==> src/design/row_filter_aggregate_assert.svh <==
// Assertion macros shared by the row filter and aggregate RTL.
`ifndef ROW_FILTER_AGGREGATE_ASSERT_SVH
`define ROW_FILTER_AGGREGATE_ASSERT_SVH

`ifndef SYNTHESIS
`define RFA_ASSERT_SAME(label, clk, rst, ante, cons) \
   label: assert property (@(posedge clk) disable iff (rst) (ante) |-> (cons)) \
      else $error("%m: same-cycle check failed");
`define RFA_ASSERT_NEXT(label, clk, rst, ante, cons) \
   label: assert property (@(posedge clk) disable iff (rst) (ante) |=> (cons)) \
      else $error("%m: next-cycle check failed");
`else
`define RFA_ASSERT_SAME(label, clk, rst, ante, cons)
`define RFA_ASSERT_NEXT(label, clk, rst, ante, cons)
`endif

`endif

==> src/design/rfa_pkg.sv <==
// Types, codes and helper functions of the row filter and aggregate block.
`default_nettype none
package rfa_pkg;

   localparam int COL_W       = 32;
   localparam int NUM_COLUMNS = 4;
   localparam int COUNT_W     = 21;
   localparam int CSR_IDX_W   = 3;
   localparam int CSR_DATA_W  = 32;
   localparam int DIV_CNT_W   = $clog2(COL_W);

   // aggregate function codes
   localparam logic [2:0] FN_COUNT_STAR = 3'd0;
   localparam logic [2:0] FN_COUNT      = 3'd1;
   localparam logic [2:0] FN_SUM        = 3'd2;
   localparam logic [2:0] FN_AVG        = 3'd3;
   localparam logic [2:0] FN_MIN        = 3'd4;
   localparam logic [2:0] FN_MAX        = 3'd5;

   // relation codes, column REL constant
   localparam logic [2:0] REL_EQ = 3'd0;
   localparam logic [2:0] REL_NE = 3'd1;
   localparam logic [2:0] REL_LT = 3'd2;
   localparam logic [2:0] REL_LE = 3'd3;
   localparam logic [2:0] REL_GT = 3'd4;
   localparam logic [2:0] REL_GE = 3'd5;

   // register indexes
   localparam logic [CSR_IDX_W-1:0] CSR_AGG_FUNCTION       = 3'd0;
   localparam logic [CSR_IDX_W-1:0] CSR_AGG_COLUMN         = 3'd1;
   localparam logic [CSR_IDX_W-1:0] CSR_FIRST_COND_COLUMN  = 3'd2;
   localparam logic [CSR_IDX_W-1:0] CSR_FIRST_COND_VALUE   = 3'd3;
   localparam logic [CSR_IDX_W-1:0] CSR_SECOND_COND_COLUMN = 3'd4;
   localparam logic [CSR_IDX_W-1:0] CSR_SECOND_COND_VALUE  = 3'd5;
   localparam logic [CSR_IDX_W-1:0] CSR_COND_OPS           = 3'd6;

   localparam logic [2:0] COL_NONE = 3'd4;

   typedef logic signed [COL_W-1:0] col_type;
   typedef logic [COUNT_W-1:0]      count_type;

   typedef struct packed {
      logic accept;
      logic fold;
      logic div_start;
      logic div_step;
      logic load_out;
      logic clear;
   } cmd_type;

   typedef struct packed {
      logic s1_last;
      logic need_div;
   } sts_type;

   function automatic logic rel_true(input logic [2:0] rel, input col_type a,
                                     input col_type b);
      logic r;
      case (rel)
         REL_EQ:  r = (a == b);
         REL_NE:  r = (a != b);
         REL_LT:  r = (a < b);
         REL_LE:  r = (a <= b);
         REL_GT:  r = (a > b);
         REL_GE:  r = (a >= b);
         default: r = 1'b0;
      endcase
      return r;
   endfunction

   // column selects at or beyond the table width never hold an integer
   function automatic logic col_is_int(input logic [2:0] col, input logic [3:0] present);
      logic r;
      r = 1'b0;
      if (!col[2] && (int'(col) < NUM_COLUMNS))
         r = present[col[1:0]];
      return r;
   endfunction

endpackage
`default_nettype wire

==> src/design/row_filter_aggregate.sv <==
// Row filter and aggregate top level: one row per cycle is filtered and folded in.
// A last row's result is loaded after its fold stage and the ST_FIN state; with AVG and
// a nonzero count the 32-step shift-subtract divider runs before the load.
// Rows stall from the cycle after a last row until its result is in the output register.
// Synchronous active-high reset clears control, counts and the accumulator, and
// loads the registers with their defaults (both condition columns 4, all else 0).
`default_nettype none
`include "row_filter_aggregate_assert.svh"
module row_filter_aggregate (
   input  wire logic                             clock,
   input  wire logic                             reset,
   input  wire logic                             csr_valid,
   output logic                                  csr_ready,
   input  wire logic [rfa_pkg::CSR_IDX_W-1:0]    csr_index,
   input  wire logic [rfa_pkg::CSR_DATA_W-1:0]   csr_wdata,
   input  wire logic                             req_valid,
   output logic                                  req_stall,
   input  wire logic signed [rfa_pkg::COL_W-1:0] req_col_zero,
   input  wire logic signed [rfa_pkg::COL_W-1:0] req_col_one,
   input  wire logic signed [rfa_pkg::COL_W-1:0] req_col_two,
   input  wire logic signed [rfa_pkg::COL_W-1:0] req_col_three,
   input  wire logic [3:0]                       req_int_present,
   input  wire logic                             req_last_row,
   output logic                                  rsp_valid,
   input  wire logic                             rsp_stall,
   output logic signed [rfa_pkg::COL_W-1:0]      rsp_agg_value,
   output logic [rfa_pkg::COUNT_W-1:0]           rsp_matched_rows,
   output logic [rfa_pkg::COUNT_W-1:0]           rsp_values_used
);
   import rfa_pkg::*;

   cmd_type cmd;
   sts_type sts;

   assign csr_ready = 1'b1;

   rfa_ctrl u_ctrl (
      .clock     (clock),
      .reset     (reset),
      .req_valid (req_valid),
      .req_stall (req_stall),
      .rsp_valid (rsp_valid),
      .rsp_stall (rsp_stall),
      .cmd       (cmd),
      .sts       (sts)
   );

   rfa_dp u_dp (
      .clock            (clock),
      .reset            (reset),
      .csr_we           (csr_valid && csr_ready),
      .csr_index        (csr_index),
      .csr_wdata        (csr_wdata),
      .req_col_zero     (req_col_zero),
      .req_col_one      (req_col_one),
      .req_col_two      (req_col_two),
      .req_col_three    (req_col_three),
      .req_int_present  (req_int_present),
      .req_last_row     (req_last_row),
      .cmd              (cmd),
      .sts              (sts),
      .rsp_agg_value    (rsp_agg_value),
      .rsp_matched_rows (rsp_matched_rows),
      .rsp_values_used  (rsp_values_used)
   );

   `RFA_ASSERT_NEXT(a_last_row_stalls, clock, reset, req_valid && !req_stall && req_last_row, req_stall)
   `RFA_ASSERT_SAME(a_used_le_matched, clock, reset, rsp_valid, rsp_values_used <= rsp_matched_rows)
   `RFA_ASSERT_SAME(a_no_fold_at_load, clock, reset, cmd.load_out, !cmd.fold && !cmd.accept)

endmodule
`default_nettype wire

==> src/design/rfa_ctrl.sv <==
// Controller: row acceptance, end-of-table sequencing, divide steps, result handoff.
`default_nettype none
module rfa_ctrl (
   input  wire logic            clock,
   input  wire logic            reset,
   input  wire logic            req_valid,
   output logic                 req_stall,
   output logic                 rsp_valid,
   input  wire logic            rsp_stall,
   output rfa_pkg::cmd_type     cmd,
   input  wire rfa_pkg::sts_type sts
);
   import rfa_pkg::*;

   typedef enum logic [2:0] {
      ST_ROW = 3'b001,
      ST_FIN = 3'b010,
      ST_DIV = 3'b100
   } state_type;

   state_type              state_ff, state_in;
   logic                   s1_valid_ff, s1_valid_in;
   logic                   rsp_valid_ff, rsp_valid_in;
   logic [DIV_CNT_W-1:0]   cnt_ff, cnt_in;
   logic                   done_ff, done_in;
   logic                   accept;
   logic                   out_free;

   // hold rows while a last row is still in the fold stage or the state is not ST_ROW
   assign req_stall = (state_ff != ST_ROW) || (s1_valid_ff && sts.s1_last);
   assign accept    = req_valid && !req_stall;
   assign out_free  = !rsp_valid_ff || !rsp_stall;
   assign rsp_valid = rsp_valid_ff;

   always_comb begin
      state_in      = state_ff;
      cnt_in        = cnt_ff;
      done_in       = done_ff;
      s1_valid_in   = accept;
      cmd           = '0;
      cmd.accept    = accept;
      cmd.fold      = s1_valid_ff;
      case (state_ff)
         ST_ROW: begin
            if (s1_valid_ff && sts.s1_last)
               state_in = ST_FIN;
         end
         ST_FIN: begin
            if (sts.need_div) begin
               cmd.div_start = 1'b1;
               cnt_in        = '0;
               done_in       = 1'b0;
               state_in      = ST_DIV;
            end else if (out_free) begin
               cmd.load_out = 1'b1;
               cmd.clear    = 1'b1;
               state_in     = ST_ROW;
            end
         end
         ST_DIV: begin
            if (!done_ff) begin
               cmd.div_step = 1'b1;
               cnt_in       = cnt_ff + 1'b1;
               if (cnt_ff == DIV_CNT_W'(COL_W - 1))
                  done_in = 1'b1;
            end else if (out_free) begin
               cmd.load_out = 1'b1;
               cmd.clear    = 1'b1;
               done_in      = 1'b0;
               state_in     = ST_ROW;
            end
         end
         default: begin
            state_in = ST_ROW;
         end
      endcase
      rsp_valid_in = rsp_valid_ff && rsp_stall;
      if (cmd.load_out)
         rsp_valid_in = 1'b1;
   end

   always_ff @(posedge clock) begin
      if (reset) begin
         state_ff     <= ST_ROW;
         s1_valid_ff  <= 1'b0;
         rsp_valid_ff <= 1'b0;
         cnt_ff       <= '0;
         done_ff      <= 1'b0;
      end else begin
         state_ff     <= state_in;
         s1_valid_ff  <= s1_valid_in;
         rsp_valid_ff <= rsp_valid_in;
         cnt_ff       <= cnt_in;
         done_ff      <= done_in;
      end
   end

endmodule
`default_nettype wire

==> src/design/rfa_dp.sv <==
// Datapath: registers, row filter, fold stage, shift-subtract divider, result register.
`default_nettype none
module rfa_dp (
   input  wire logic                             clock,
   input  wire logic                             reset,
   input  wire logic                             csr_we,
   input  wire logic [rfa_pkg::CSR_IDX_W-1:0]    csr_index,
   input  wire logic [rfa_pkg::CSR_DATA_W-1:0]   csr_wdata,
   input  wire logic signed [rfa_pkg::COL_W-1:0] req_col_zero,
   input  wire logic signed [rfa_pkg::COL_W-1:0] req_col_one,
   input  wire logic signed [rfa_pkg::COL_W-1:0] req_col_two,
   input  wire logic signed [rfa_pkg::COL_W-1:0] req_col_three,
   input  wire logic [3:0]                       req_int_present,
   input  wire logic                             req_last_row,
   input  wire rfa_pkg::cmd_type                 cmd,
   output rfa_pkg::sts_type                      sts,
   output logic signed [rfa_pkg::COL_W-1:0]      rsp_agg_value,
   output logic [rfa_pkg::COUNT_W-1:0]           rsp_matched_rows,
   output logic [rfa_pkg::COUNT_W-1:0]           rsp_values_used
);
   import rfa_pkg::*;

   // configuration
   logic [2:0]       func_ff;
   logic [1:0]       agg_col_ff;
   logic [2:0]       c1_col_ff, c2_col_ff;
   col_type          c1_val_ff, c2_val_ff;
   logic [6:0]       ops_ff;

   // filter stage
   col_type          cols [NUM_COLUMNS];
   logic             r1, r2, pass, agg_int;
   logic             s1_pass_ff, s1_use_ff, s1_last_ff;
   col_type          s1_value_ff;

   // aggregate state
   logic [COL_W-1:0] acc_ff, acc_in;
   count_type        pass_cnt_ff, pass_cnt_in;
   count_type        val_cnt_ff, val_cnt_in;

   // divider
   logic [COL_W-1:0]   dvd_ff, dvd_in;
   count_type          rem_ff, rem_in;
   logic               neg_ff, neg_in;
   logic [COUNT_W:0]   rem_shift, rem_diff;
   logic               q_bit;
   logic [COL_W-1:0]   quot;

   // result register
   col_type          out_val_ff, out_val_in;
   count_type        out_pass_ff, out_used_ff;

   always_ff @(posedge clock) begin
      if (reset) begin
         func_ff    <= FN_COUNT_STAR;
         agg_col_ff <= '0;
         c1_col_ff  <= COL_NONE;
         c1_val_ff  <= '0;
         c2_col_ff  <= COL_NONE;
         c2_val_ff  <= '0;
         ops_ff     <= '0;
      end else if (csr_we) begin
         case (csr_index)
            CSR_AGG_FUNCTION:       func_ff    <= csr_wdata[2:0];
            CSR_AGG_COLUMN:         agg_col_ff <= csr_wdata[1:0];
            CSR_FIRST_COND_COLUMN:  c1_col_ff  <= csr_wdata[2:0];
            CSR_FIRST_COND_VALUE:   c1_val_ff  <= $signed(csr_wdata[COL_W-1:0]);
            CSR_SECOND_COND_COLUMN: c2_col_ff  <= csr_wdata[2:0];
            CSR_SECOND_COND_VALUE:  c2_val_ff  <= $signed(csr_wdata[COL_W-1:0]);
            CSR_COND_OPS:           ops_ff     <= csr_wdata[6:0];
            default: ;
         endcase
      end
   end

   assign cols[0] = req_col_zero;
   assign cols[1] = req_col_one;
   assign cols[2] = req_col_two;
   assign cols[3] = req_col_three;

   always_comb begin
      r1 = col_is_int(c1_col_ff, req_int_present) &&
           rel_true(ops_ff[2:0], cols[c1_col_ff[1:0]], c1_val_ff);
      r2 = col_is_int(c2_col_ff, req_int_present) &&
           rel_true(ops_ff[5:3], cols[c2_col_ff[1:0]], c2_val_ff);
      if (c1_col_ff[2])
         pass = 1'b1;
      else if (c2_col_ff[2])
         pass = r1;
      else if (ops_ff[6])
         pass = r1 || r2;
      else
         pass = r1 && r2;
      agg_int = col_is_int({1'b0, agg_col_ff}, req_int_present);
   end

   always_ff @(posedge clock) begin
      if (cmd.accept) begin
         s1_pass_ff  <= pass;
         s1_use_ff   <= pass && agg_int;
         s1_last_ff  <= req_last_row;
         s1_value_ff <= cols[agg_col_ff];
      end
   end

   // fold one row into the aggregate state, or clear it when the result is loaded
   always_comb begin
      acc_in      = acc_ff;
      pass_cnt_in = pass_cnt_ff;
      val_cnt_in  = val_cnt_ff;
      if (cmd.clear) begin
         acc_in      = '0;
         pass_cnt_in = '0;
         val_cnt_in  = '0;
      end else if (cmd.fold) begin
         if (s1_pass_ff && (pass_cnt_ff != '1))
            pass_cnt_in = pass_cnt_ff + 1'b1;
         if (s1_use_ff) begin
            case (func_ff)
               FN_SUM, FN_AVG: acc_in = acc_ff + s1_value_ff;
               FN_MIN: begin
                  if ((val_cnt_ff == '0) || (s1_value_ff < $signed(acc_ff)))
                     acc_in = s1_value_ff;
               end
               FN_MAX: begin
                  if ((val_cnt_ff == '0) || (s1_value_ff > $signed(acc_ff)))
                     acc_in = s1_value_ff;
               end
               default: ;
            endcase
            if (val_cnt_ff != '1)
               val_cnt_in = val_cnt_ff + 1'b1;
         end
      end
   end

   always_ff @(posedge clock) begin
      if (reset) begin
         acc_ff      <= '0;
         pass_cnt_ff <= '0;
         val_cnt_ff  <= '0;
      end else begin
         acc_ff      <= acc_in;
         pass_cnt_ff <= pass_cnt_in;
         val_cnt_ff  <= val_cnt_in;
      end
   end

   // restoring division of |sum| by the value count, one quotient bit a step
   assign rem_shift = {rem_ff, dvd_ff[COL_W-1]};
   assign rem_diff  = rem_shift - {1'b0, val_cnt_ff};
   assign q_bit     = (rem_shift >= {1'b0, val_cnt_ff});
   assign quot      = neg_ff ? (COL_W'(0) - dvd_ff) : dvd_ff;

   always_comb begin
      dvd_in = dvd_ff;
      rem_in = rem_ff;
      neg_in = neg_ff;
      if (cmd.div_start) begin
         dvd_in = acc_ff[COL_W-1] ? (COL_W'(0) - acc_ff) : acc_ff;
         rem_in = '0;
         neg_in = acc_ff[COL_W-1];
      end else if (cmd.div_step) begin
         dvd_in = {dvd_ff[COL_W-2:0], q_bit};
         rem_in = q_bit ? rem_diff[COUNT_W-1:0] : rem_shift[COUNT_W-1:0];
      end
   end

   always_ff @(posedge clock) begin
      dvd_ff <= dvd_in;
      rem_ff <= rem_in;
      neg_ff <= neg_in;
   end

   always_comb begin
      out_val_in = '0;
      case (func_ff)
         FN_COUNT_STAR, FN_COUNT: out_val_in = $signed({{(COL_W-COUNT_W){1'b0}}, pass_cnt_ff});
         FN_SUM, FN_MIN, FN_MAX: begin
            if (val_cnt_ff != '0)
               out_val_in = $signed(acc_ff);
         end
         FN_AVG: begin
            if (val_cnt_ff != '0)
               out_val_in = $signed(quot);
         end
         default: out_val_in = '0;
      endcase
   end

   always_ff @(posedge clock) begin
      if (cmd.load_out) begin
         out_val_ff  <= out_val_in;
         out_pass_ff <= pass_cnt_ff;
         out_used_ff <= val_cnt_ff;
      end
   end

   assign sts.s1_last   = s1_last_ff;
   assign sts.need_div  = (func_ff == FN_AVG) && (val_cnt_ff != '0);

   assign rsp_agg_value    = out_val_ff;
   assign rsp_matched_rows = out_pass_ff;
   assign rsp_values_used  = out_used_ff;

endmodule
`default_nettype wire
==> config.mk <==
export PLATFORM = sky130hd
export DESIGN_NAME = row_filter_aggregate
export DESIGN_NICKNAME = d
export VERILOG_FILES = /design/src/design/rfa_pkg.sv /design/src/design/row_filter_aggregate.sv /design/src/design/rfa_ctrl.sv /design/src/design/rfa_dp.sv
export VERILOG_INCLUDE_DIRS = /design/src /design/src/design
export SDC_FILE = /design/constraint.sdc
export NUM_CORES = 1
export LEC_CHECK = 0
export BUFFER_PORTS_ARGS = -buffer_cell sky130_fd_sc_hd__buf_2
export CAP_MARGIN = 15
export CORE_MARGIN = 4
export CORE_UTILIZATION = 35
export DETAILED_ROUTE_END_ITERATION = 8
export GPL_TIMING_DRIVEN = 1
export SLEW_MARGIN = 20
export SYNTH_ARGS = -nofsm -noshare
export SYNTH_HDL_FRONTEND = slang
export SYNTH_SLANG_ARGS = --single-unit
==> constraint.sdc <==
create_clock -name clock -period 15.4 [get_ports clock]
set_input_delay 3.08 -clock clock [delete_from_list [all_inputs] [get_ports clock]]
set_output_delay 3.08 -clock clock [all_outputs]
set_load 0.03 [all_outputs]
==> results.json, run 1 <==
{
  "run_status": "finished clean",
  "netlist_area_um2": 21400,
  "die_h_um": 256,
  "timing.final.crit_period_ns": 5.83,
  "multi_input_area_um2": 12400,
  "antenna_found_initial": 9,
  "synth-seq-area-share_pct": 37.4,
  "crit_path_end": "u_dp.s1_use_ff$_DFFE_PP_",
  "cts.repair.resized": 0,
  "pin_count": 250,
  "grt_pass1_wl_um": 99400,
  "hpwl_um": 48700,
  "fin_setup_tns_ns": 0,
  "drv_slew": 0,
  "worst_ir_drop_vdd_mv": 0.0683,
  "layout_commonest_cell": "nand2_1",
  "clock_sinks": 330,
  "drt-vias-per-instance": 5.38,
  "hold_viol_final": 0,
  "relSlewSlack_pct": 30.0,
  "criticalPathCategory": "in2reg",
  "nets": 2819,
  "dr.pass1.iters": 5,
  "post_cts_buffers": 0,
  "row_count": 90,
  "wl_per_cell_um": 19.1,
  "rsz0062_at_grt": "false",
  "areaGrowthSynthToFinish_pct": 15.9,
  "hold_path_class": "reg2reg",
  "cts-root-buf": "clkbuf_16",
  "place_ws_ns": 8.96,
  "yosys_warnings": 0,
  "cts_inserted_buffers": 40,
  "synth_fp_nets": 2620,
  "timing.rr.start": "u_dp.acc_ff[31]$_SDFFE_PP0P_",
  "ff_latch_area_um2": 8030,
  "synth_edf_count": 142,
  "start_util_pct": 35.5,
  "gp_congestion": 0.906,
  "ant_nets": 0,
  "dieWidth_um": 256,
  "final_util_pct": 41.1,
  "max_freq_mhz": 172,
  "tightest_slew_ns": 1.05,
  "clk_latency_ns": 0.58,
  "cts_tree": "yes",
  "h-tree-depth": 2,
  "r2r_slack_ns": 11.01,
  "fill_cells": 5951,
  "core-area_um2": 60500,
  "p_leak_nw": 9.04,
  "grt_pass1_vias": 17669,
  "portBuffers": 248,
  "path_clk_slew_ns": 0.06,
  "drc": 0,
  "required_ns": 15.70,
  "setup_viol_count_final": 0,
  "dr.first_iter.drc_count": 1130,
  "grt_overflow": 0,
  "async_flop_share_pct": 0,
  "synthCells": 2287,
  "cp-end-kind": "flip-flop",
  "fin_worst_skew_ns": 0.0276,
  "yosysUniqueCellTypes": 81,
  "ys_ff_latch": 330,
  "reg2regPathDepth": 13,
  "drive_above_1_share_pct": 18.5,
  "die-area_um2": 65300,
  "num_vias": 17798,
  "layout_setup_ws_ns": 9.57,
  "syn_area_per_cell_um2": 9.38,
  "finalCritPeriodShare_pct": 37.9,
  "hold_buffers": 0,
  "drv_cap": 0,
  "clockBufferDepth": 3,
  "worstPathArrival_ns": 6.13,
  "wl_um": 63200,
  "timing.critical_path.from": "req_col_three[25]",
  "p_per_area_nw_per_um2": 101,
  "cp_max_fo": 4,
  "synth_top_flop_cell": "dfxtp_1",
  "grt_usage_pct": 18.8,
  "r2r_end": "u_dp.acc_ff[29]$_SDFFE_PP0P_",
  "crit_path_start_kind": "input pin",
  "grt_max_degree": 77,
  "final_cell_mix": "340 x nand2_1, 248 x buf_2, 185 x a21oi_1, 185 x dfxtp_1, 160 x inv_1"
}
-- through the flow --
step                      instance area, um^2  std cells  power, mW  hold WS (ns)
after floorplan                         21400       2287       1.35         0.406
after global placement                  23400       3226       1.51         0.435
after detailed placement                23400       3226       1.52         0.448
after CTS                               24800       3300       2.53         0.455
after global routing                    24800       3302       2.62         0.477
final                                   24800       3307       2.50         0.452
-- cell usage after synthesis, drive strengths merged, types with 19 or more instances --
| cell | number | share of area, % |
|---|---|---|
| o21ai | 126 | 2.9 |
| nor4 | 19 | 0.55 |
| nand3 | 42 | 0.98 |
| nand2 | 341 | 6.0 |
| o31ai | 25 | 0.90 |
| clkbuf | 99 | 1.7 |
| a21oi | 188 | 4.4 |
| nand4 | 28 | 0.82 |
| nor3 | 40 | 0.96 |
| nor2 | 150 | 2.6 |
| xnor2 | 110 | 4.5 |
| mux4 | 99 | 10 |
| dfxtp | 188 | 18 |
| a222oi | 19 | 0.89 |
| ha | 158 | 9.2 |
| edfxtp | 142 | 20 |
| nor2b | 23 | 0.67 |
| inv | 161 | 2.8 |
| xor2 | 26 | 1.1 |
| a21o | 26 | 0.91 |
| mux2i | 35 | 1.6 |
-- worst min path at each step --
stage               cells past startpoint                       startpoint  slack, ns                              end
finish                                  2   u_dp.c2_val_ff[7]$_SDFFE_PP0P_       0.45   u_dp.c2_val_ff[7]$_SDFFE_PP0P_
global route                            2  u_dp.c2_val_ff[18]$_SDFFE_PP0P_       0.48  u_dp.c2_val_ff[18]$_SDFFE_PP0P_
global placement                        2     u_dp.rem_ff[20]$_SDFFE_PP0P_       0.43     u_dp.rem_ff[20]$_SDFFE_PP0P_
floorplan                               0     u_dp.acc_ff[31]$_SDFFE_PP0P_       0.41            u_dp.neg_ff$_DFFE_PP_
detailed placement                      2   u_dp.c2_val_ff[7]$_SDFFE_PP0P_       0.45   u_dp.c2_val_ff[7]$_SDFFE_PP0P_
CTS                                     2  u_dp.c1_val_ff[19]$_SDFFE_PP0P_       0.46  u_dp.c1_val_ff[19]$_SDFFE_PP0P_
-- power by group --
| group | switching (mW) | internal (mW) | total (mW) | leakage (nW) |
|---|---|---|---|---|
| registers | 0.0500 | 0.979 | 1.03 | 2.75 |
| logic | 0.291 | 0.180 | 0.471 | 5.62 |
| clock network | 0.389 | 0.611 | 1.00 | 0.673 |
-- worst max-delay path: stages --
cell	delay (ns)
buf_2	0.11
mux4_2	0.47
ha_1	0.32
nand4_1	0.15
nor4_1	0.85
nand3_1	0.27
a211oi_1	0.30
a21oi_1	0.06
o31a_1	0.10
o21ai_0	0.15
a21o_1	0.15
a21boi_0	0.10
-- final cells by class --
type | count | share of cell area (%)
Clock inverter | 21 | 1.26
Timing Repair Buffer | 271 | 5.69
Tap cell | 782 | 3.94
Sequential cell | 330 | 32.3
Multi-Input combinational cell | 1681 | 50.0
Inverter | 162 | 2.45
Clock buffer | 53 | 4.31
Antenna cell | 7 | 0.0705
-- kinds of logic (layout without fill, tap and decap cells) --
family                     Yosys count  after routing  synth area share, %
and+or+nand+nor                    743            743                 15.9
AOI/OAI and AO/OA                  504            504                 14.6
DFF                                330            330                 37.4
buffers and inverters              276            507                 4.85
adders and majority gates          160            160                 9.41
muxes                              137            137                 12.2
xor gates and xnor gates           136            136                 5.56
other                                1              8               0.0175
-- layer usage --
| metal | global-route usage (%) | share of wire (%) | routed length, um | vias up |
|---|---|---|---|---|
| li1 | - | - | - | 8692 |
| met1 | 25.2 | 45 | 28200 | 8493 |
| met2 | 30.9 | 46 | 29200 | 515 |
| met3 | 3.86 | 6.5 | 4110 | 92 |
| met4 | 5.35 | 2.7 | 1700 | 6 |
| met5 | 0 | 0.063 | 40 | - |
-- registers in the layout, summed over array words and instances, names as in the netlist, 5 cells and up --
signal / flops
u_ctrl.cnt_ff: 5
u_dp.rsp_matched_rows: 21
u_dp.rsp_values_used: 21
u_dp.acc_ff: 32
u_dp.c2_val_ff: 32
u_dp.rsp_agg_value: 32
u_dp.rem_ff: 21
u_dp.ops_ff: 7
u_dp.c1_val_ff: 32
u_dp.dvd_ff: 32
u_dp.val_cnt_ff: 21
u_dp.s1_value_ff: 32
u_dp.pass_cnt_ff: 21
(Power assumes the default switching activity.)
==> inputs of run 2 (changes only) <==
Clock period 15.4 ns to 4.9 ns, I/O delays scaled along.
==> results.json, run 2 (synthesis results as in run 1) <==
{
  "run_status": "finished clean",
  "gp_congestion": 0.893,
  "cp-end-kind": "flip-flop",
  "dieWidth_um": 256,
  "drc": 0,
  "cts-root-buf": "clkbuf_16",
  "die-area_um2": 65300,
  "setup_viol_count_final": 0,
  "clockBufferDepth": 3,
  "dr.pass1.iters": 5,
  "final_cell_mix": "340 x nand2_1, 248 x buf_2, 185 x a21oi_1, 185 x dfxtp_1, 160 x inv_1",
  "criticalPathCategory": "reg2reg",
  "h-tree-depth": 2,
  "crit_path_max_incr_delay_ns": 0.83,
  "drv_cap": 0,
  "crit_path_start_kind": "flip-flop",
  "cts_inserted_buffers": 40,
  "hold_path_class": "reg2reg",
  "finalPower_mw": 7.97,
  "cp_max_fo": 18,
  "post_cts_buffers": 0,
  "worstPathArrival_ns": 4.72,
  "wl_per_cell_um": 19.0,
  "p_leak_nw": 9.13,
  "fin_setup_tns_ns": 0,
  "drv_slew": 0,
  "clk_latency_ns": 0.57,
  "tightest_slew_ns": 1.06,
  "hold_buffers": 0,
  "drive_above_1_share_pct": 19.3,
  "row_count": 90,
  "cp_num_buf_inv": 2,
  "worst_ir_drop_vdd_mv": 0.208,
  "grt_pass1_vias": 17777,
  "cp_cell_sequence": "buf_4 > mux4_2 > ha_1 > nand4_1 > nor3_1 > buf_4 > nand2_1 > a311oi_1 > nor3_1 > o31ai_1 > o2bb2ai_1 > o211ai_1 > a21o_1 > a21boi_0",
  "portBuffers": 248,
  "cts_tree": "yes",
  "required_ns": 5.30,
  "nets": 2830,
  "rsz0062_at_grt": "false",
  "die_h_um": 256,
  "p_per_area_nw_per_um2": 319,
  "core-area_um2": 60500,
  "critPathTopFamily": "compound AO/OA/AOI/OAI gates",
  "areaGrowthSynthToFinish_pct": 16.6,
  "clock_sinks": 330,
  "timing.final.crit_period_ns": 4.32,
  "fill_cells": 5902,
  "grt_usage_pct": 18.6,
  "cts.repair.resized": 0,
  "num_vias": 17792,
  "start_util_pct": 35.5,
  "finalCritPeriodShare_pct": 88.2,
  "pin_count": 250,
  "antenna_found_initial": 9,
  "fin_worst_skew_ns": 0.0228,
  "wl_um": 62800,
  "slowest_stage": "dfxtp_1",
  "ant_nets": 0,
  "grt_max_degree": 76,
  "max_freq_mhz": 231,
  "layout_commonest_cell": "nand2_1",
  "drt-vias-per-instance": 5.37,
  "grt_overflow": 0,
  "hpwl_um": 48800,
  "path_clk_slew_ns": 0.06,
  "relSlewSlack_pct": 29.6,
  "whs_ns": 0.453,
  "dr.first_iter.drc_count": 1005,
  "grt_pass1_wl_um": 98100,
  "hold_viol_final": 0
}
run 2: changes by cell type in the layout (fill, tap and decap cells not counted), moves of 2 or more:
cell	previous run	this run
buf_4	23	33
clkbuf_1	11	4
clkbuf_8	2	0
clkinv_1	4	1
clkinv_2	6	3
clkinv_4	1	6
clkinvlp_4	1	5
diode_2	7	4
inv_4	0	2
inv_6	1	3
run 2: per-stage QoR:
| step | utilization, % | instances | worst slack [ns] | instance area, um^2 |
|---|---|---|---|---|
| after global placement | 38.9 | 3237 | 0.686 | 23500 |
| after detailed placement | 38.9 | 3237 | 0.597 | 23500 |
| after global routing | 41.4 | 3313 | 0.393 | 25000 |
| after floorplan | - | 2287 | 0.787 | 21500 |
| after CTS | 41.3 | 3311 | 0.582 | 25000 |
| final | 41.4 | 3315 | 0.577 | 25000 |
run 2: power breakdown:
group / internal, mW / total (mW) / switching (mW)
clock: 1.99 / 3.26 / 1.27
sequential: 3.07 / 3.24 / 0.162
combinational: 0.571 / 1.48 / 0.905
run 2: per-layer routing:
layer  share of wire [%]  up-vias  GRT usage, %
li1                    -     8716             -
met1                  45     8407          24.8
met2                  46      547          30.5
met3                 6.4      112          3.47
met4                 3.2       10          6.58
met5               0.099        -             0
run 2: worst paths after layout:
check	endpoint	slack [ns]	from	cells after the start
setup / recovery	u_dp.s1_use_ff$_DFFE_PP_	0.58	u_dp.c1_col_ff[1]$_SDFFE_PP0P_	14
setup reg to reg	u_dp.s1_use_ff$_DFFE_PP_	0.58	u_dp.c1_col_ff[1]$_SDFFE_PP0P_	14
hold reg to reg	u_dp.c1_val_ff[5]$_SDFFE_PP0P_	0.45	u_dp.c1_val_ff[5]$_SDFFE_PP0P_	2
hold / removal	u_dp.c1_val_ff[5]$_SDFFE_PP0P_	0.45	u_dp.c1_val_ff[5]$_SDFFE_PP0P_	2
run 2: layout make-up:
cell class                 count  area (um^2)  share of cell area [%]
sequential                   330         8030                    32.1
timing repair buffer         282         1510                    6.03
antenna                        4         10.0                  0.0400
inverter                     162          608                    2.43
clock inverter                29          420                    1.68
multi-input combinational   1681        12400                    49.6
clock buffer                  45         1040                    4.16
tap                          782          978                    3.91
run 2: worst register-to-register path, cell delays in order (launching register included):
cell,delay (ns)
dfxtp_1,0.83
buf_4,0.44
mux4_2,0.38
ha_1,0.45
nand4_1,0.15
nor3_1,0.32
buf_4,0.20
nand2_1,0.06
a311oi_1,0.30
nor3_1,0.11
o31ai_1,0.28
o2bb2ai_1,0.17
o211ai_1,0.11
a21o_1,0.20
a21boi_0,0.17
